$ cat src/rtl/vrds_pkg.sv
// vrds_pkg: shared types and constants of the vertex round/delta/shuffle unit
// no dependencies
`default_nettype none
package vrds_pkg;

    localparam int WordW      = 32;
    localparam int HoldDepth  = 8;
    localparam int GroupWords = 4;
    localparam int QueueDepth = 4;
    localparam int CfgIdxW    = 2;

    // register indexes of the config port
    localparam logic [CfgIdxW-1:0] RegScale   = 2'd0;
    localparam logic [CfgIdxW-1:0] RegStrided = 2'd1;
    localparam logic [CfgIdxW-1:0] RegRound   = 2'd2;

    localparam logic [WordW-1:0] ScaleReset = 32'h3F80_0000;
    localparam logic [WordW-1:0] IntInvalid = 32'h8000_0000;

    // byte order of one transposed group of four words
    localparam logic [3:0] ShuffleOrder [16] = '{
        4'd0, 4'd4, 4'd8, 4'd12, 4'd1, 4'd5, 4'd9, 4'd13,
        4'd2, 4'd6, 4'd10, 4'd14, 4'd3, 4'd7, 4'd11, 4'd15
    };

    typedef struct packed {
        logic [WordW-1:0] value_bits;
        logic             last;
    } t_in;

    typedef struct packed {
        logic [WordW-1:0] out_word;
        logic             out_last;
    } t_out;

    // rounded element on its way from front to back
    typedef struct packed {
        logic [WordW-1:0] value;
        logic             last;
    } t_elem;

endpackage
`default_nettype wire

$ cat src/rtl/vrds_front.sv
// vrds_front: five-stage float scale and round-to-int32 pipeline; raw words pass through when rounding is off
// depends on vrds_pkg
`default_nettype none
module vrds_front (
    input  wire logic                        i_clk,
    input  wire logic                        i_rst_n,
    input  wire logic                        i_valid,
    output logic                             o_ready,
    input  wire vrds_pkg::t_in               i_item,
    input  wire logic [vrds_pkg::WordW-1:0]  i_scale,
    input  wire logic                        i_round,
    output logic                             o_push,
    output vrds_pkg::t_elem                  o_elem,
    input  wire logic                        i_full
);

    logic en;
    logic r_v1, r_v2, r_v3, r_v4, r_v5;

    // stage 1: mantissa product
    logic [47:0] r1_m;
    logic [8:0]  r1_xs;
    logic        r1_sign, r1_bad, r1_rnd, r1_last;
    logic [31:0] r1_raw;
    // stage 2: leading zero count
    logic [47:0] r2_m;
    logic [5:0]  r2_lz;
    logic signed [10:0] r2_x;
    logic        r2_sign, r2_bad, r2_rnd, r2_last;
    logic [31:0] r2_raw;
    // stage 3: float32 rounding
    logic [23:0] r3_mant;
    logic signed [10:0] r3_x;
    logic        r3_zero, r3_sign, r3_bad, r3_rnd, r3_last;
    logic [31:0] r3_raw;
    // stage 4: integer magnitude
    logic [31:0] r4_mag;
    logic        r4_ovf, r4_sign, r4_rnd, r4_last;
    logic [31:0] r4_raw;
    // stage 5: result
    vrds_pkg::t_elem r5_elem;

    assign en      = !r_v5 || !i_full;
    assign o_ready = en;
    assign o_push  = r_v5 && !i_full;
    assign o_elem  = r5_elem;

    always_ff @(posedge i_clk) begin
        if (!i_rst_n) begin
            r_v1 <= 1'b0; r_v2 <= 1'b0; r_v3 <= 1'b0; r_v4 <= 1'b0; r_v5 <= 1'b0;
        end else if (en) begin
            r_v1 <= i_valid;
            r_v2 <= r_v1;
            r_v3 <= r_v2;
            r_v4 <= r_v3;
            r_v5 <= r_v4;
        end
    end

    // stage 1
    logic [7:0]  ea, eb;
    logic [23:0] ma, mb;
    logic [8:0]  xa, xb;
    always_comb begin
        ea = i_item.value_bits[30:23];
        eb = i_scale[30:23];
        ma = {(ea != 8'd0), i_item.value_bits[22:0]};
        mb = {(eb != 8'd0), i_scale[22:0]};
        xa = (ea == 8'd0) ? 9'd1 : {1'b0, ea};
        xb = (eb == 8'd0) ? 9'd1 : {1'b0, eb};
    end

    always_ff @(posedge i_clk) begin
        if (en) begin
            r1_m    <= ma * mb;
            r1_xs   <= xa + xb;
            r1_sign <= i_item.value_bits[31] ^ i_scale[31];
            r1_bad  <= (ea == 8'hFF) || (eb == 8'hFF);
            r1_rnd  <= i_round;
            r1_raw  <= i_item.value_bits;
            r1_last <= i_item.last;
        end
    end

    // stage 2
    logic [5:0] lz;
    always_comb begin
        lz = 6'd0;
        for (int i = 0; i < 48; i++) begin
            if (r1_m[i]) lz = 6'(47 - i);
        end
    end

    always_ff @(posedge i_clk) begin
        if (en) begin
            r2_m    <= r1_m;
            r2_lz   <= lz;
            // unbiased exponent of the leading one
            r2_x    <= $signed({2'b00, r1_xs}) - $signed({5'b00000, lz}) - 11'sd253;
            r2_sign <= r1_sign;
            r2_bad  <= r1_bad;
            r2_rnd  <= r1_rnd;
            r2_raw  <= r1_raw;
            r2_last <= r1_last;
        end
    end

    // stage 3
    logic [47:0] nrm;
    logic [24:0] msum;
    logic        up3;
    always_comb begin
        nrm  = r2_m << r2_lz;
        up3  = nrm[23] && ((|nrm[22:0]) || nrm[24]);
        msum = {1'b0, nrm[47:24]} + {24'd0, up3};
    end

    always_ff @(posedge i_clk) begin
        if (en) begin
            r3_mant <= msum[24] ? 24'h80_0000 : msum[23:0];
            r3_x    <= msum[24] ? r2_x + 11'sd1 : r2_x;
            r3_zero <= (r2_m == 48'd0);
            r3_sign <= r2_sign;
            r3_bad  <= r2_bad;
            r3_rnd  <= r2_rnd;
            r3_raw  <= r2_raw;
            r3_last <= r2_last;
        end
    end

    // stage 4
    logic [47:0] ext;
    logic [4:0]  rsh;
    logic [2:0]  lsh;
    logic [31:0] mag;
    logic        ovf, up4;
    always_comb begin
        rsh = 5'd0;
        lsh = 3'd0;
        ext = 48'd0;
        up4 = 1'b0;
        mag = 32'd0;
        ovf = r3_bad || (r3_x >= 11'sd31);
        if (!ovf && !r3_zero && (r3_x >= -11'sd1)) begin
            if (r3_x >= 11'sd23) begin
                lsh = 3'(r3_x - 11'sd23);
                mag = {8'd0, r3_mant} << lsh;
            end else begin
                rsh = 5'(11'sd23 - r3_x);
                ext = {r3_mant, 24'd0} >> rsh;
                up4 = ext[23] && ((|ext[22:0]) || ext[24]);
                mag = {8'd0, ext[47:24]} + {31'd0, up4};
            end
        end
    end

    always_ff @(posedge i_clk) begin
        if (en) begin
            r4_mag  <= mag;
            r4_ovf  <= ovf;
            r4_sign <= r3_sign;
            r4_rnd  <= r3_rnd;
            r4_raw  <= r3_raw;
            r4_last <= r3_last;
        end
    end

    // stage 5
    always_ff @(posedge i_clk) begin
        if (en) begin
            if (!r4_rnd) begin
                r5_elem.value <= r4_raw;
            end else if (r4_ovf) begin
                r5_elem.value <= vrds_pkg::IntInvalid;
            end else begin
                r5_elem.value <= r4_sign ? (32'd0 - r4_mag) : r4_mag;
            end
            r5_elem.last <= r4_last;
        end
    end

endmodule
`default_nettype wire

$ cat src/rtl/vrds_fifo.sv
// vrds_fifo: short element queue between front and back
// depends on vrds_pkg
`default_nettype none
module vrds_fifo #(
    parameter int Depth = vrds_pkg::QueueDepth
) (
    input  wire logic            i_clk,
    input  wire logic            i_rst_n,
    input  wire logic            i_push,
    input  wire vrds_pkg::t_elem i_elem,
    output logic                 o_full,
    input  wire logic            i_pop,
    output logic                 o_valid,
    output vrds_pkg::t_elem      o_elem
);

    localparam int PtrW = (Depth > 1) ? $clog2(Depth) : 1;
    localparam int CntW = $clog2(Depth + 1);

    vrds_pkg::t_elem r_mem [Depth];
    logic [PtrW-1:0] r_wr, r_rd;
    logic [CntW-1:0] r_cnt;
    logic            do_push, do_pop;

    assign o_full  = (r_cnt == CntW'(Depth));
    assign o_valid = (r_cnt != '0);
    assign o_elem  = r_mem[r_rd];
    assign do_push = i_push && !o_full;
    assign do_pop  = i_pop && o_valid;

    always_ff @(posedge i_clk) begin
        if (do_push) begin
            r_mem[r_wr] <= i_elem;
        end
    end

    always_ff @(posedge i_clk) begin
        if (!i_rst_n) begin
            r_wr  <= '0;
            r_rd  <= '0;
            r_cnt <= '0;
        end else begin
            if (do_push) begin
                r_wr <= (r_wr == PtrW'(Depth - 1)) ? '0 : r_wr + 1'b1;
            end
            if (do_pop) begin
                r_rd <= (r_rd == PtrW'(Depth - 1)) ? '0 : r_rd + 1'b1;
            end
            r_cnt <= r_cnt + CntW'(do_push) - CntW'(do_pop);
        end
    end

endmodule
`default_nettype wire

$ cat src/rtl/vrds_back.sv
// vrds_back: hold buffer, forward differences, byte transpose and word emission
// depends on vrds_pkg
`default_nettype none
module vrds_back (
    input  wire logic            i_clk,
    input  wire logic            i_rst_n,
    input  wire logic            i_valid,
    input  wire vrds_pkg::t_elem i_elem,
    output logic                 o_pop,
    input  wire logic            i_strided,
    output logic                 o_valid,
    input  wire logic            i_ready,
    output vrds_pkg::t_out       o_word
);

    localparam int HD = vrds_pkg::HoldDepth;

    logic [31:0] r_buf  [HD];
    logic [31:0] r_emit [HD];
    logic [2:0]  r_cnt;
    logic [3:0]  r_en, r_ei;
    logic        r_elast;
    logic        r_ov;
    vrds_pkg::t_out r_ow;

    logic        busy, trig, snap, free;
    logic [3:0]  h;
    logic [31:0] view [HD];
    logic [31:0] enc  [HD];
    logic [31:0] wrd  [HD];
    logic [7:0]  src  [16];
    logic [7:0]  dst  [16];
    logic        load;

    assign busy  = (r_ei != r_en);
    assign trig  = i_elem.last || (r_cnt == 3'(HD - 1));
    // the emit bank may be refilled in the cycle its final word loads
    assign free  = !busy || (load && (r_ei + 4'd1 == r_en));
    assign o_pop = i_valid && (free || !trig);
    assign snap  = o_pop && trig;
    assign h     = {1'b0, r_cnt} + 4'd1;
    assign load  = busy && (!r_ov || i_ready);

    always_comb begin
        for (int i = 0; i < HD; i++) begin
            view[i] = (3'(i) == r_cnt) ? i_elem.value : r_buf[i];
        end
        for (int b = 0; b < HD; b++) begin
            enc[b] = view[b];
            if (i_strided) begin
                if (((b & ~1) + 3 < int'(h)) && (b + 2 < HD)) begin
                    enc[b] = view[(b + 2) % HD] - view[b];
                end
            end else begin
                if ((b + 1 < int'(h)) && (b + 1 < HD)) begin
                    enc[b] = view[(b + 1) % HD] - view[b];
                end
            end
        end
        for (int g = 0; g < 2; g++) begin
            for (int j = 0; j < 16; j++) begin
                src[j] = enc[4 * g + (j >> 2)][8 * (j & 3) +: 8];
            end
            for (int j = 0; j < 16; j++) begin
                dst[j] = src[vrds_pkg::ShuffleOrder[j]];
            end
            for (int k = 0; k < 4; k++) begin
                // only full groups are transposed
                if (int'(h) >= 4 * (g + 1)) begin
                    wrd[4 * g + k] = {dst[4 * k + 3], dst[4 * k + 2],
                                      dst[4 * k + 1], dst[4 * k]};
                end else begin
                    wrd[4 * g + k] = enc[4 * g + k];
                end
            end
        end
    end

    always_ff @(posedge i_clk) begin
        if (snap) begin
            for (int i = 0; i < HD; i++) begin
                r_emit[i] <= wrd[i];
            end
        end
        if (o_pop) begin
            if (snap && !i_elem.last) begin
                for (int i = 0; i < HD / 2; i++) begin
                    r_buf[i] <= view[i + HD / 2];
                end
            end else if (!snap) begin
                r_buf[r_cnt] <= i_elem.value;
            end
        end
        if (load) begin
            r_ow.out_word <= r_emit[r_ei[2:0]];
            r_ow.out_last <= r_elast && (r_ei + 4'd1 == r_en);
        end
    end

    always_ff @(posedge i_clk) begin
        if (!i_rst_n) begin
            r_cnt   <= '0;
            r_en    <= '0;
            r_ei    <= '0;
            r_elast <= 1'b0;
            r_ov    <= 1'b0;
        end else begin
            if (o_pop) begin
                if (snap) begin
                    r_cnt   <= i_elem.last ? 3'd0 : 3'(HD / 2);
                    r_en    <= i_elem.last ? h : 4'(vrds_pkg::GroupWords);
                    r_ei    <= '0;
                    r_elast <= i_elem.last;
                end else begin
                    r_cnt <= r_cnt + 3'd1;
                end
            end
            if (load && !snap) begin
                r_ei <= r_ei + 4'd1;
            end
            if (load) begin
                r_ov <= 1'b1;
            end else if (i_ready) begin
                r_ov <= 1'b0;
            end
        end
    end

    assign o_valid = r_ov;
    assign o_word  = r_ow;

endmodule
`default_nettype wire

$ cat src/rtl/vertex_round_delta_shuffle_unit.sv
// vertex_round_delta_shuffle_unit: top level, config registers and channel wiring
// depends on vrds_pkg, vrds_front, vrds_fifo, vrds_back
//
// channel   signals                               role
// in        i_in_valid / o_in_ready / i_in        one element word, last marks array end
// out       o_out_valid / i_out_ready / o_out     one encoded word
// cfg       i_cfg_valid / o_cfg_ready / index, data  register writes
//
// one element per cycle enters the five-stage rounding pipeline when not stalled and passes
// its stage registers and the queue to the back end. the back end takes one element per cycle
// unless held, and drains one word per cycle from its emit bank while o_out is free or taken;
// a bank still draining holds the back end only at a group boundary or array end, until
// its final word loads; output stalls back up through the queue into the front pipeline.
// reset is synchronous; no clearing pass, input ready as soon as reset is released.
`default_nettype none
module vertex_round_delta_shuffle_unit #(
    parameter int QDepth = vrds_pkg::QueueDepth
) (
    input  wire logic                           i_clk,
    input  wire logic                           i_rst_n,
    input  wire logic                           i_in_valid,
    output logic                                o_in_ready,
    input  wire vrds_pkg::t_in                  i_in,
    output logic                                o_out_valid,
    input  wire logic                           i_out_ready,
    output vrds_pkg::t_out                      o_out,
    input  wire logic                           i_cfg_valid,
    output logic                                o_cfg_ready,
    input  wire logic [vrds_pkg::CfgIdxW-1:0]   i_cfg_index,
    input  wire logic [vrds_pkg::WordW-1:0]     i_cfg_data
);

    logic [vrds_pkg::WordW-1:0] r_scale;
    logic                       r_strided;
    logic                       r_round;

    logic            f_push, q_full, q_valid, q_pop;
    vrds_pkg::t_elem f_elem, q_elem;

    assign o_cfg_ready = 1'b1;

    always_ff @(posedge i_clk) begin
        if (!i_rst_n) begin
            r_scale   <= vrds_pkg::ScaleReset;
            r_strided <= 1'b1;
            r_round   <= 1'b1;
        end else if (i_cfg_valid) begin
            case (i_cfg_index)
                vrds_pkg::RegScale:   r_scale   <= i_cfg_data;
                vrds_pkg::RegStrided: r_strided <= i_cfg_data[0];
                vrds_pkg::RegRound:   r_round   <= i_cfg_data[0];
                default: ;
            endcase
        end
    end

    vrds_front u_front (
        .i_clk   (i_clk),
        .i_rst_n (i_rst_n),
        .i_valid (i_in_valid),
        .o_ready (o_in_ready),
        .i_item  (i_in),
        .i_scale (r_scale),
        .i_round (r_round),
        .o_push  (f_push),
        .o_elem  (f_elem),
        .i_full  (q_full)
    );

    vrds_fifo #(
        .Depth (QDepth)
    ) u_fifo (
        .i_clk   (i_clk),
        .i_rst_n (i_rst_n),
        .i_push  (f_push),
        .i_elem  (f_elem),
        .o_full  (q_full),
        .i_pop   (q_pop),
        .o_valid (q_valid),
        .o_elem  (q_elem)
    );

    vrds_back u_back (
        .i_clk     (i_clk),
        .i_rst_n   (i_rst_n),
        .i_valid   (q_valid),
        .i_elem    (q_elem),
        .o_pop     (q_pop),
        .i_strided (r_strided),
        .o_valid   (o_out_valid),
        .i_ready   (i_out_ready),
        .o_word    (o_out)
    );

endmodule
`default_nettype wire
$ cat config.mk
export PLATFORM = sky130hd
export DESIGN_NAME = vertex_round_delta_shuffle_unit
export DESIGN_NICKNAME = d
export VERILOG_FILES = /design/src/rtl/vrds_pkg.sv /design/src/rtl/vrds_front.sv /design/src/rtl/vrds_fifo.sv /design/src/rtl/vrds_back.sv /design/src/rtl/vertex_round_delta_shuffle_unit.sv
export SDC_FILE = /design/constraint.sdc
export NUM_CORES = 2
export LEC_CHECK = 0
export ABC_AREA = 1
export BUFFER_PORTS_ARGS = -buffer_cell sky130_fd_sc_hd__buf_2
export CAP_MARGIN = 20
export CORE_ASPECT_RATIO = 0.6
export CORE_MARGIN = 2
export CORE_UTILIZATION = 52
export DETAILED_ROUTE_END_ITERATION = 7
export PLACE_DENSITY = 0.78
export SLEW_MARGIN = 20
export SYNTH_ARGS = -nofsm -noshare
export SYNTH_HDL_FRONTEND = slang
export SYNTH_SLANG_ARGS = --single-unit
$ cat constraint.sdc
create_clock -name i_clk -period 27 [get_ports i_clk]
set_input_delay 5.4 -clock i_clk [delete_from_list [all_inputs] [get_ports i_clk]]
set_output_delay 5.4 -clock i_clk [all_outputs]
set_load 0.005 [all_outputs]
==> results_dict.tcl <==
set metrics [dict create \
    synthAdderAreaFrac_pct 19.12 \
    regToRegEndpoint "u_back.r_emit[7][2]$_DFFE_PP_" \
    clock_power_share_pct 12.7 \
    cts_buffer_depth 3 \
    setup_ws_ps 14730 \
    hold_depth 0 \
    cpMostUsedCell "fa_1" \
    start_kind "input port" \
    relSlewSlack_pct 5.807 \
    p_int_uw 5838 \
    min-delay-start "u_front.r2_raw[2]$_DFFE_PP_" \
    postCtsSetupRepairBufs 0 \
    insertion_delay_ps 800 \
    ys_warn_count 0 \
    vias_per_cell 6.162 \
    multi_input_area_um2 52010 \
    place_ws_ps 14140 \
    dieArea_um2 181100 \
    cp_slowest_cell "clkinv_1" \
    violations "DRC" \
    fin_crit_sh_pct 45.44 \
    dr_total_vias 84280 \
    maxSlewViolCount 0 \
    grt_pass1_wl_mm 519.7 \
    drt-initial-drc-count 14750 \
    crit_path_end_kind "flip-flop" \
    path_max_fanout 16 \
    grt-ovfl-total 0 \
    cellPowerDensity_nw_per_um2 126.6 \
    ys_ff_latch 1104 \
    numClockSinks 1104 \
    routed_wl_mm 358.2 \
    fp.dieW_um 548.1 \
    required_ps 27510 \
    p_sw_uw 6719 \
    p_leak_uw 0.04423 \
    crit_start "i_in[29]" \
    final-seq-area_um2 32560 \
    rows 119 \
    critical_path_class "input port to flip-flop" \
    chipHeight_um 330.5 \
    yosysSeqAreaShare_pct 35.23 \
    reg2reg_slack_ps 17990 \
    grt_max_degree 151 \
    crit_chain "buf_2, or4_1, nor2_1, buf_4, clkinv_1, nand2_1, fa_1, inv_1, fa_1, ha_1, fa_1, inv_1, fa_1, fa_1, inv_1, fa_1, ha_1, a21oi_1, inv_1, a31oi_1, o21ai_0, a31oi_1, o211ai_1, xor2_1" \
    holdCritPathClass "flip-flop to flip-flop" \
    synthMuxAreaShare_pct 0.3793 \
    swShare_pct 53.51 \
    io_buffer_count 106 \
    finalWeightedCongestion 1.105 \
    io_pins 108 \
    globalRouteTotalUtil_pct 38.99 \
    cts_resized 0 \
    h-tree-depth 3 \
    fillCellCount 15890 \
    drc 12 \
    critical-path-max-stage-delay_ps 820 \
    ys.flop_type "edfxtp_1" \
    power_frac_comb_pct 63.4 \
    min_period_ps 12270 \
    start_util_pct 52.48 \
    postCtsHoldBufs 0 \
    fin_nets 12390 \
    synth-edff-count 1043 \
    cts_tree "yes" \
    p_seq_share_pct 23.9 \
    synth.distinct_cells 79 \
    netlist_area_um2 92360 \
    cts_buffers 109 \
    rr_worst_depth 31 \
    clockRootBuffer "clkbuf_16" \
    synth_top_family_by_area "adder cells" \
    syn_avg_cell_area_um2 8.184 \
    yosys.area_share.xor_xnor_pct 3.480 \
    setup_viol 0 \
    drive_gt1_share_pct 6.070 \
    drv_cap 0 \
    fmax_ghz 0.08150 \
    final_hold_viol_count 0 \
    r2r-start "u_back.r_cnt[1]$_SDFFE_PN0P_" \
    clk_pin_slew_worst_paths_ps 70 \
    syn-instance-count 11290 \
    crit_end "u_front.r1_m[45]$_DFFE_PP_" \
    synth_simple_gate_area_share_pct 17.01 \
    first_pass_iters 8 \
    first_global_vias 76760 \
    tightest_slew_ps 1403 \
    final.setup.tns_ps 0 \
    grt_setup_unrepaired "false" \
    vdd_ir_drop_max_uv 84.12 \
    drtAntennaViolNets 0 \
    syn_to_final_growth_pct 7.380 \
    core_um2 176000 \
    grt_antenna_before_repair 16 \
    synthArstFlopShare_pct 0 \
    dp_hpwl_mm 279.2 \
    wire_per_inst_um 26.19 \
    syn_nets 12470 \
    crit_arrival_ps 12780 \
    synth_compound_area_share_pct 16.09 \
    status "complete, but fails checks" \
    finClkSkew_ps 90.51 \
]
[worst min-delay path by stage]
stage / endpoint / slack (ps)
final: u_front.r3_raw[2]$_DFFE_PP_ / 410
after floorplan: u_front.o_elem[0]$_DFFE_PP_ / 400
after global placement: u_front.r4_raw[22]$_DFFE_PP_ / 400
after global routing: u_front.r3_raw[2]$_DFFE_PP_ / 420
after detailed placement: u_front.r4_raw[10]$_DFFE_PP_ / 400
after CTS: u_front.r3_raw[2]$_DFFE_PP_ / 410
[stage by stage]
step | power [uW] | cell area, um2 | hold slack, ps | util [%] | std cells
after floorplan | 7908 | 92360 | 400.3 | - | 11290
after global placement | 10380 | 95500 | 400.6 | 54.26 | 13450
after detailed placement | 10500 | 95510 | 404.5 | 54.27 | 13450
after CTS | 12110 | 99110 | 411.8 | 56.31 | 13660
after global routing | 13200 | 99150 | 418.6 | 56.34 | 13660
final | 12560 | 99180 | 405.7 | 56.36 | 13680
[worst max-delay path: cells and delay by family]
family	cells	cell delay, ps
AO/OA/AOI/OAI	5	1250
XOR/XNOR	1	160
adder cells (fa/ha/maj)	8	3490
buffers and inverters	7	1480
AND/OR/NAND/NOR	3	970
[cell type report]
type,instances,share of cell area (%)
Clock buffer,122,2.799
Inverter,1563,5.927
Sequential cell,1104,32.83
Multi-Input combinational cell,8111,52.44
Antenna cell,15,0.03785
Tap cell,2359,2.976
Timing Repair Buffer,317,2.161
Clock inverter,85,0.8288
[synth_stat cells (16+ instances only)]
cell      instances  area share (%)
mux2i_1          35            0.38
a21oi_1         756             4.1
nand2_1        2556              10
a31oi_1          93            0.63
nor4_1           26            0.18
buf_1            39            0.16
edfxtp_1       1043              34
o21bai_1         25            0.20
nand4_1          61            0.41
nor2_1          757             3.1
nor3_1           49            0.27
a21o_1           19            0.15
xnor2_1         124             1.2
buf_2            24            0.13
o21ai_2          27            0.26
inv_1          1508             6.1
o21ai_0        1280             6.9
ha_1            615             8.3
or2_2            35            0.24
dfxtp_1          61             1.3
o221ai_1         34            0.32
o31ai_1          21            0.17
o22ai_1          66            0.45
o211ai_1        117            0.95
fa_1            498              11
o21a_1           16            0.13
nand3_1         319             1.7
clkbuf_1        416             1.7
xor2_1          243             2.3
a211oi_1         22            0.18
o21ai_1         161            0.87
inv_2            45            0.18
[power by group through the flow]
stage	registers, uW	logic (uW)	clock network (uW)
after global placement	2990	7390	0
final	3000	7960	1600
after floorplan	2940	4960	0
after detailed placement	3000	7500	0
after CTS	2970	7540	1590
after global routing	3030	8510	1650
[logic make-up (layout without fill, tap and decap cells)]
logic type / count (synthesis) / after routing
compound gates: 2714 / 2714
xor+xnor: 367 / 367
fa+ha+maj: 1113 / 1113
buf+inv: 2071 / 2087
flops: 1104 / 1104
mux: 35 / 35
other cells: 1 / 16
simple gates: 3881 / 3881
[registers in the layout, summed over array words and instances, names as in the netlist, 11 cells and up, named ones only]
| name | flops |
|---|---|
| u_fifo.r_mem | 132 |
| u_front.r1_raw | 32 |
| u_front.r4_raw | 32 |
| u_back.o_word | 33 |
| u_back.r_emit | 256 |
| u_front.o_elem | 33 |
| r_scale | 32 |
| u_front.r2_raw | 32 |
| u_front.r1_m | 48 |
| u_front.r2_m | 48 |
| u_front.r2_x | 11 |
| u_front.r3_x | 11 |
| u_front.r4_mag | 31 |
| u_front.r3_mant | 24 |
| u_front.r3_raw | 32 |
| u_back.r_buf | 256 |
[cells in the final DEF, fill, tap and decap left out, types with 16 or more instances in the layout]
cell,n
a211oi_1,22
a21o_1,19
a21oi_1,756
a31oi_1,93
buf_2,106
buf_4,208
clkbuf_16,109
clkinv_1,37
clkinv_2,18
dfxtp_1,53
edfxtp_1,1043
fa_1,498
ha_1,613
inv_1,1501
inv_2,46
mux2i_1,35
nand2_1,2555
nand3_1,318
nand4_1,61
nor2_1,738
nor2_4,19
nor3_1,49
nor4_1,26
o211ai_1,117
o21a_1,16
o21ai_0,1255
o21ai_1,175
o21ai_2,35
o21bai_1,25
o221ai_1,34
o22ai_1,66
o31ai_1,21
or2_2,35
xnor2_1,124
xor2_1,243
[per-layer routing]
| metal | vias up | track usage [%] | wire (um) |
|---|---|---|---|
| met1 | 40090 | 59.71 | 155800 |
| li1 | 37510 | - | - |
| met4 | 14 | 8.508 | 8676 |
| met2 | 6123 | 46.97 | 125300 |
| met5 | - | 1.821 | 529 |
| met3 | 545 | 20.03 | 67920 |
(Power assumes the default switching activity.)
